### config.mk
export PLATFORM = sky130hd
export DESIGN_NAME = tdpt_div
export DESIGN_NICKNAME = d
export VERILOG_FILES = /design/src/sv/tdpt_pkg.sv /design/src/sv/tdpt_div.sv
export SDC_FILE = /design/constraint.sdc
export NUM_CORES = 1
export LEC_CHECK = 0
export BUFFER_PORTS_ARGS = -buffer_cell sky130_fd_sc_hd__buf_2
export CORE_AREA = 3 3 111 113
export DETAILED_ROUTE_END_ITERATION = 10
export DIE_AREA = 0 0 114 116
export HOLD_SLACK_MARGIN = 0.05
export MAX_ROUTING_LAYER = met4
export PLACE_DENSITY = 0.84
export SLEW_MARGIN = 15
export SYNTH_ARGS = -nofsm -noshare
export SYNTH_HDL_FRONTEND = slang
export SYNTH_SLANG_ARGS = --single-unit
### constraint.sdc
create_clock -name i_clk -period 4.4 [get_ports i_clk]
set_input_delay 0.22 -clock i_clk [delete_from_list [all_inputs] [get_ports i_clk]]
set_output_delay 0.22 -clock i_clk [all_outputs]
set_load 0.02 [all_outputs]
### src/sv/tdpt_pkg.sv
// ----------------------------------------------------------------------------
// tdpt_pkg
// Shared types and constants for the trial-division prime test.
// ----------------------------------------------------------------------------
package tdpt_pkg;

    // Sequencer states of the top level
    typedef enum logic [1:0] {
        ST_IDLE,
        ST_DIVIDE,
        ST_CHECK,
        ST_FINISH
    } t_state;

    // First trial divisor
    localparam int unsigned FIRST_DIVISOR = 2;

    // Width of the result stream payload (is_prime padded to one byte)
    localparam int unsigned OUT_TDATA_W = 8;

endpackage

### src/sv/tdpt_div.sv
// ----------------------------------------------------------------------------
// tdpt_div
// Iterative restoring divider: one quotient bit per cycle, NUM_BITS bits in all.
// ----------------------------------------------------------------------------
module tdpt_div
    import tdpt_pkg::*;
#(
    parameter int unsigned NUM_BITS = 31
) (
    input  logic                i_clk,
    input  logic                i_rst_n,
    input  logic                i_start,
    input  logic [NUM_BITS-1:0] i_dividend,
    input  logic [NUM_BITS-1:0] i_divisor,
    output logic                o_done,
    output logic [NUM_BITS-1:0] o_quot,
    output logic [NUM_BITS-1:0] o_rem
);

    localparam int unsigned CNT_W = $clog2(NUM_BITS);

    logic                r_busy;
    logic                r_done;
    logic [CNT_W-1:0]    r_cnt;
    logic [NUM_BITS-1:0] r_num;
    logic [NUM_BITS-1:0] r_den;
    logic [NUM_BITS-1:0] r_quot;
    logic [NUM_BITS-1:0] r_rem;

    logic [NUM_BITS:0]   w_shift;
    logic [NUM_BITS+1:0] w_diff;
    logic                w_ge;
    logic [NUM_BITS-1:0] n_rem;

    // Shift in the next dividend bit and trial-subtract the divisor
    always_comb begin
        w_shift = {r_rem, r_num[NUM_BITS-1]};
        w_diff  = {1'b0, w_shift} - {2'b00, r_den};
        w_ge    = ~w_diff[NUM_BITS+1];
        n_rem   = w_ge ? w_diff[NUM_BITS-1:0] : w_shift[NUM_BITS-1:0];
    end

    // Control: busy flag, step counter, completion pulse
    always_ff @(posedge i_clk) begin
        if (!i_rst_n) begin
            r_busy <= 1'b0;
            r_done <= 1'b0;
            r_cnt  <= '0;
        end else begin
            r_done <= 1'b0;
            if (i_start) begin
                r_busy <= 1'b1;
                r_cnt  <= CNT_W'(NUM_BITS - 1);
            end else if (r_busy) begin
                r_cnt <= r_cnt - 1'b1;
                if (r_cnt == '0) begin
                    r_busy <= 1'b0;
                    r_done <= 1'b1;
                end
            end
        end
    end

    // Datapath: load operands, then advance one bit a cycle
    always_ff @(posedge i_clk) begin
        if (i_start) begin
            r_num  <= i_dividend;
            r_den  <= i_divisor;
            r_rem  <= '0;
            r_quot <= '0;
        end else if (r_busy) begin
            r_num  <= {r_num[NUM_BITS-2:0], 1'b0};
            r_rem  <= n_rem;
            r_quot <= {r_quot[NUM_BITS-2:0], w_ge};
        end
    end

    assign o_done = r_done;
    assign o_quot = r_quot;
    assign o_rem  = r_rem;

    // A new division is never launched over one in flight
    a_no_restart: assert property (@(posedge i_clk) disable iff (!i_rst_n)
        !(i_start && r_busy))
        else $error("divider restarted while busy");

    // Completion pulse only once the iteration has stopped
    a_done_idle: assert property (@(posedge i_clk) disable iff (!i_rst_n)
        r_done |-> !r_busy)
        else $error("divider done while still busy");

    // Remainder is reduced below the divisor at completion
    a_rem_range: assert property (@(posedge i_clk) disable iff (!i_rst_n)
        r_done |-> (r_rem < r_den))
        else $error("divider remainder not below divisor");

endmodule

* Word level (Yosys, flattened, before mapping) *
Index checks and enable logic that the tools add are counted.

cells by class
  mux-type cells = 9
  reduce and logical (&&, ||, !) cells = 4
  bitwise gates (word level) = 3
  add/subtract/negate cells = 2

operator list
  operator                                          number
  2-to-1 mux 31 bit                                 3
  subtractor 32 x 31 -> 33 bit                      1
  2-to-1 mux 5 bit                                  2
  zero test 5 bit                                   1
  subtractor 5 x 1 -> 5 bit, second input constant  1
  2-to-1 mux 1 bit                                  4
  inverter 1 bit                                    3
  OR reduction 3 bit                                1
  nonzero test 2 bit                                1
  OR reduction 2 bit                                1

word-level totals
  register bits after elaboration = 131
  input port bits = 65

* Depth between registers and ports, before layout *
Gate-level depths: netlist of the first run.

  depth in word-level cells = 4
  depth in mapped cells = 13
  depth with buffers taken out = 12

* Worst setup path after synthesis of the first run *
OpenSTA, ideal clock, no wires.

  path type = register -> register
  start point = reg r_rem[20] (netlist: o_rem[20])
  end point = reg r_rem[0] (netlist: o_rem[0])
  data arrival time = 2.705 ns
  library setup time = 0.137 ns
  stages on the path, launching flop included = 13
  required time = 4.263 ns
  path slack = 1.558 ns
  path through = dfxtp_1 ha_1 clkbuf_1 a2111oi_0 o21ai_1 a31oi_1 o31ai_1 or2_2 o21ai_2 buf_2 nor2_1 a211oi_1 a211oi_1

between the ends
  longest elaborated chain between the ends = 2

ends and longest elaborated chain
  what                          line            RTL
  start: declaration            tdpt_div.sv:28  logic [NUM_BITS-1:0] r_rem;
  start signal: assignment      tdpt_div.sv:73  r_rem <= n_rem;
  subtractor 32 x 31 -> 33 bit  tdpt_div.sv:38  w_diff = {1'b0, w_shift} - {2'b00, r_den};
  2-to-1 mux 31 bit             tdpt_div.sv:40  n_rem = w_ge ? w_diff[NUM_BITS-1:0] : w_shift[NUM_BITS-1:0];

No other way between the ends.
A chain may end at the register's enable or synchronous reset.

* Worst setup path in the final report of the first run *
  start point = reg r_den[21]
  end point = reg r_rem[17] (netlist: o_rem[17])

between the ends
  longest elaborated chain between the ends = 2

ends and longest elaborated chain
  what                          line            RTL
  start: declaration            tdpt_div.sv:26  logic [NUM_BITS-1:0] r_den;
  start signal: assignment      tdpt_div.sv:68  r_den <= i_divisor;
  subtractor 32 x 31 -> 33 bit  tdpt_div.sv:38
  2-to-1 mux 31 bit             tdpt_div.sv:40

No other way between the ends.

==> results.md, run 1 <==
- Largest net degree at the start of global routing: 84
- Final count of pins violating max slew: 0
- Final Cycle Share: 0.7757
- Vias in the first global route: 5,576
- Achievable Freq: 293.0 MHz
- Status: finished, final reports clean
- Synth async-reset ratio: 0
- Synth top area share: 0.2739
- Power Density: 409.0 nW/µm²
- Yosys warnings: 0
- Synth cell count leaders: nor2_1 (74), dfxtp_1 (69), edfxtp_1 (62)
- Hold/Removal Path Class: input pin to flip-flop
- Min Tclk post-route: 3.413 ns
- First-pass GRT wire length: 26,910 µm
- Synth-to-layout area growth: 23.21%
- Peak VDD IR: 0.0003539 V
- Top-Level Pins: 128
- CTS tree: built
- RSZ-0062 raised after global routing: false
- Multi-input gate area: 3223 µm²
- Grt ovf: 0
- Top_reg_cell synth: dfxtp_1
- Syn Std Cell Area: 6798 µm²
- ANT nets after route: 0
- CTS H-Tree Depth: 4
- CP cell instances: inv_1 -> ha_1 -> a2111oi_0 -> o21ai_1 -> a31oi_1 -> o31ai_1 -> or2_2 -> o21ai_2 -> buf_12 -> a21oi_1 -> a211oi_1
- Cell Count, Final, Fillers Out: 978
- Die area: 13,220 µm²
- Wirelength, routed: 16,400 µm
- Compound-cell area share of the yosys netlist: 0.1557
- Root Driver: clkbuf_16
- Critical path data required time: 4.72 ns
- Gp weighted congestion: 0.9237
- Slowest cell on the critical path: o21ai_2
- Synth Area in XOR/XNOR: 0.03350
- Reg area: 3247 µm²
- Post-synth net total: 777
- Slew HR: 0.3160
- CP Launch Type: flip-flop
- Leak: 3.728 nW
- Filler Cell Count: 832
- Remaining DRCs: 0
- Crit path largest cell delay: 0.64 ns
- Net count, final: 921
- CTS Hold Bufs: 31
- Yosys cell types: 60
- Post-Synth Adder-Cell Area: 0.06368
- Buffer levels on the longest clock path: 2
- Vias: 5,590
- DP Cell Count: 915
- Core ar.: 11,420 µm²
- Share of cells above drive strength 1: 0.2491
- Die Width: 114 µm
- Number of diodes: 0
- Final hold viol count: 0
- Initial antenna violation count: 0
- # rows: 39
- CTS resizes: 0
- Most frequent cell after synthesis: nor2_1
- Skew final: 0.01871 ns
- Setup Viol. Count Final: 0
- Port buffer count: 127
- Starting density of the core: 0.5953
- TritonRoute pass-1 iters: 5
- Cell accounting for the most synthesized area: edfxtp_1
- Die H: 116 µm
- Dpl hpwl: 10,850 µm
- DRT iter0 DRCs: 377
- Total GRT Usage: 0.2686
- Total negative slack: 0 ns
- Largest family of logic cells by synthesized area: compound AO/OA/AOI/OAI gates
- Worst Path Arrival: 3.73 ns
- Synth area leaders: edfxtp_1 (27%), dfxtp_1 (20%), ha_1 (6.1%), mux2i_1 (5.2%), mux2_2 (5.0%)
- Worst Path Max Fanout: 24
- # clock sinks: 131
- Critical path class: flip-flop to flip-flop
- Simple-gate area share of the yosys netlist: 0.1200
- Clk_lat worst skew: 0.43 ns
- Worst-Margin Slew: 1.026 ns
- Clock transition at the registers of the reported paths: 0.07 ns
- Num CTS Buffers: 17
- Vias/cell: 5.716
- Sequential share of the synthesized area: 0.4771
- CP Capture Type: flip-flop
- Syn Area/Cell: 10.03 µm²
- Multiplexer share of the synthesized area: 0.1012
- Number of flops mapped to enable cells by yosys: 62
- Post-CTS setup buffer count: 0
- Flop and latch count out of synthesis: 131
- Mapped Cells: 678
- WL/cell: 16.76 µm
- Max Cap Viol: 0
-- sequential cells by signal, summed over array words and instances (netlist names) --
name,cells
o_quot,31
o_done,1
r_cnt,5
o_rem,31
r_busy,1
r_den,31
r_num,31
-- cell families (layout without fill, tap and decap cells) --
family                   count (synthesis)  count (layout)
AO/OA/AOI/OAI                          159             159
XOR/XNOR                                26              26
adder cells (fa/ha/maj)                 34              34
buffers and inverters                   81             238
flip-flops                             131             131
multiplexers                            65              65
AND/OR/NAND/NOR                        182             182
-- metrics by stage --
stage / hold slack [ns] / power [mW] / instance area (µm²) / utilization / worst slack [ns]
global placement: 0.3963 / 2.036 / 7495 / 0.6564 / 1.127
CTS: 0.07038 / 3.439 / 8376 / 0.7335 / 0.9767
global route: 0.07243 / 3.571 / 8376 / 0.7335 / 0.7330
detailed placement: 0.3983 / 2.055 / 7495 / 0.6564 / 0.9989
finish: 0.08574 / 3.426 / 8376 / 0.7335 / 0.9868
floorplan: 0.3189 / 1.892 / 6798 / - / 1.558
-- metal layers --
layer / global-route usage / share of wire / wire length (µm)
met1: 0.3298 / 0.44 / 7161
met2: 0.4212 / 0.47 / 7763
met5: - / 0 / 0
met4: 0.1045 / 0.020 / 324
met3: 0.07728 / 0.070 / 1147
-- critical path: cells and delay by family (launching register included) --
kind            cells  cell delay (ns)
compound gates      7             1.98
flops               1             0.38
buf+inv             2             0.34
simple gates        1             0.32
fa+ha+maj           1             0.31
-- placed cells by master, fill, tap and decap left out, types with 30 or more instances in the layout --
cell | synthesis | layout
buf_2 | 4 | 126
nor2_1 | 74 | 74
dfxtp_1 | 69 | 68
edfxtp_1 | 62 | 62
a21oi_1 | 49 | 49
nand2_1 | 49 | 49
inv_1 | 44 | 43
mux2i_1 | 35 | 35
ha_1 | 33 | 33
dlygate4sd3_1 | 0 | 31
mux2_2 | 30 | 30
-- worst paths after layout --
check           startpoint   endpoint  slack [ns]  depth (start not counted)
max              r_den[21]  o_rem[17]        0.99                         11
min          i_dividend[3]   r_num[3]        0.09                          2
max reg2reg      r_den[21]  o_rem[17]        0.99                         11
min reg2reg      o_rem[25]  o_rem[25]        0.51                          2
-- report_power, final --
group / switching (mW) / internal, mW
logic: 0.380 / 0.268
registers: 0.0458 / 1.37
clock network: 0.561 / 0.801
-- layout make-up --
type,instances,area share
clock inverters,12,0.01046
well taps,143,0.02136
repair buffers,162,0.1183
multi-input cells,466,0.3848
flip-flops and latches,131,0.3877
inverters,44,0.01972
clock buffers,20,0.05766
(Power assumes the default switching activity.)
==> inputs of run 2 (changes only) <==
--- a/config.mk
+++ b/config.mk
@@ -6,12 +6,12 @@
 export NUM_CORES = 1
 export LEC_CHECK = 0
 export BUFFER_PORTS_ARGS = -buffer_cell sky130_fd_sc_hd__buf_2
-export CORE_AREA = 3 3 111 113
+export CORE_AREA = 3 3 120 122
 export DETAILED_ROUTE_END_ITERATION = 10
-export DIE_AREA = 0 0 114 116
+export DIE_AREA = 0 0 123 125
 export HOLD_SLACK_MARGIN = 0.05
 export MAX_ROUTING_LAYER = met4
-export PLACE_DENSITY = 0.84
+export PLACE_DENSITY = 0.76
 export SLEW_MARGIN = 15
 export SYNTH_ARGS = -nofsm -noshare
 export SYNTH_HDL_FRONTEND = slang
==> constraint.sdc (replaced) <==
create_clock -name i_clk -period 3.05 [get_ports i_clk]
set_input_delay 0.1525 -clock i_clk [delete_from_list [all_inputs] [get_ports i_clk]]
set_output_delay 0.1525 -clock i_clk [all_outputs]
set_load 0.02 [all_outputs]
==> run 2 against run 1 <==
Largest power group unchanged. Setup slack worse by 0.83 ns. Highest routed layer unchanged. Cell area is 5.6% higher. Wire length increased by 4.3%. Power is 45% higher. Combinational power grew 52%. Cell count grew 7.9%. Non-clock buffer count is 44 higher. Clock power up 42%. Sequential cell count unchanged. Maximum frequency is 18% higher.
==> results.md, run 2 (synthesized netlist as in run 1, its figures left out) <==
- Status: finished, final reports clean
- Peak VDD IR: 0.0003610 V
- Synth-to-layout area growth: 30.09%
- Hold/Removal Path Class: input pin to flip-flop
- Crit path from: r_num[30]
- Max Cap Viol: 0
- Num CTS Buffers: 17
- Buffers and inverters on the worst path: 2
- HP Start: i_dividend[1]
- Slew HR: 0.5343
- Dpl hpwl: 11,430 µm
- Min Tclk post-route: 2.897 ns
- Core ar.: 13,300 µm²
- Port buffer count: 127
- Slowest cell on the critical path: edfxtp_1
- Die area: 15,380 µm²
- DRT iter0 DRCs: 413
- Number of diodes: 0
- ANT nets after route: 0
- Die H: 125 µm
- Fin Hold WS: 0.05999 ns
- Worst Path Arrival: 3.24 ns
- Root Driver: clkbuf_16
- Wirelength, routed: 17,090 µm
- Share of cells above drive strength 1: 0.2560
- Most common cell after layout, fill and taps aside: buf_2
- Worst setup margin: 0.1526 ns
- # clock sinks: 131
- Clk_lat worst skew: 0.42 ns
- WL/cell: 16.20 µm
- TritonRoute pass-1 iters: 5
- Commonest non-fill, non-tap cells in the layout: buf_2 (126), nor2_1 (74), dfxtp_1 (68)
- Crit path depth: 13
- Critical path capture point: o_rem[22]
- Final count of pins violating max slew: 0
- Net count, final: 965
- Skew final: 0.01023 ns
- Largest net degree at the start of global routing: 60
- Vias: 5,706
- Clock transition at the registers of the reported paths: 0.06 ns
- Vias in the first global route: 5,729
- R2R depth: 13
- Worst-Margin Slew: 0.6986 ns
- CTS H-Tree Depth: 4
- Filler Cell Count: 1,049
- Leak: 3.918 nW
- Worst reg2reg setup slack: 0.15 ns
- # rows: 42
- Grt ovf: 0
- Gp weighted congestion: 0.8852
- Die Width: 123 µm
- First-pass GRT wire length: 27,910 µm
- CTS tree: built
- Reg2reg start: r_num[30]
- Top-Level Pins: 128
- CP top delay family: compound AO/OA/AOI/OAI gates
- Total GRT Usage: 0.2332
- Finished Cell Area: 8843 µm²
- Total power draw: 4.968 mW
- Crit path largest cell delay: 0.36 ns
- Placed cell area: 7634 µm²
- Pre-CTS WS: 0.06200 ns
- Initial antenna violation count: 0
- Final Cycle Share: 0.9500
- Vias/cell: 5.409
- Critical path class: flip-flop to flip-flop
- Final hold viol count: 0
- Achievable Freq: 345.1 MHz
- Remaining DRCs: 0
- Worst Path Max Fanout: 2
- CP cell instances: inv_1 -> ha_1 -> fa_2 -> nand2b_4 -> a21o_1 -> a21oi_2 -> o211ai_1 -> a311oi_1 -> buf_4 -> o31ai_1 -> and3_1 -> o311a_1 -> nor3_2
- CP Capture Type: flip-flop
- RR Endpoint: o_rem[22]
- Critical path data required time: 3.39 ns
- CP Launch Type: flip-flop
- Setup Viol. Count Final: 0
- Starting density of the core: 0.5113
- Power Density: 561.7 nW/µm²
- Buffer levels on the longest clock path: 2
[run 2: worst reg2reg max path, delay by kind of cell, from the launching register on]
family | cells | cell delay, ns
buffers and inverters | 2 | 0.21
adder cells (fa/ha/maj) | 2 | 0.58
flip-flops | 1 | 0.36
AND/OR/NAND/NOR | 3 | 0.49
AO/OA/AOI/OAI | 6 | 1.18
[run 2: layout make-up]
cell class                 instances  area (µm²)  share of cell area
multi-input combinational        466        3261              0.3687
clock inverter                    10       68.82            0.007782
inverter                          44       165.2             0.01868
tap                              176       220.2             0.02490
clock buffer                      22       485.5             0.05490
timing repair buffer             206        1396              0.1579
sequential                       131        3247              0.3671
[run 2: repair_timing]
action,CTS,global route
setup buffers,0,1
endpoints found under the hold margin,61,0
gates resized for setup,0,8
endpoints found under the setup margin,0,20
hold buffers,61,0
[run 2: where the power goes]
| group | leakage (nW) | switching (mW) | total [mW] | internal [mW] |
|---|---|---|---|---|
| clock network | 0.278 | 0.789 | 1.93 | 1.14 |
| logic | 2.46 | 0.548 | 0.986 | 0.438 |
| registers | 1.18 | 0.0793 | 2.06 | 1.98 |
| total | 3.92 | 1.42 | 4.97 | 3.55 |
[run 2: worst min-delay path by stage]
| stage | end | slack (ns) | cells past startpoint |
|---|---|---|---|
| 6_report | r_num[1] | 0.06 | 2 |
| 5_1_grt | r_num[1] | 0.05 | 2 |
| 4_1_cts | r_num[1] | 0.05 | 2 |
| 3_5_place_dp | r_den[7] | 0.33 | 1 |
| 3_3_place_gp | r_den[24] | 0.33 | 1 |
| 2_1_floorplan | r_den[0] | 0.25 | 0 |
[run 2: layer usage]
metal	vias up	track usage	part of all wire
met5	-	-	0
met4	0	0.08534	0.018
met3	28	0.04652	0.046
met2	144	0.3741	0.49
met1	2708	0.2921	0.45
li1	2826	-	-
[run 2: stage by stage]
stage          utilization  cells  TNS [ns]
4_1_cts             0.6618   1054         0
3_3_place_gp        0.5742    961         0
6_report            0.6652   1055         0
3_5_place_dp        0.5742    961         0
2_1_floorplan            -    678         0
5_1_grt             0.6652   1055  -0.03417
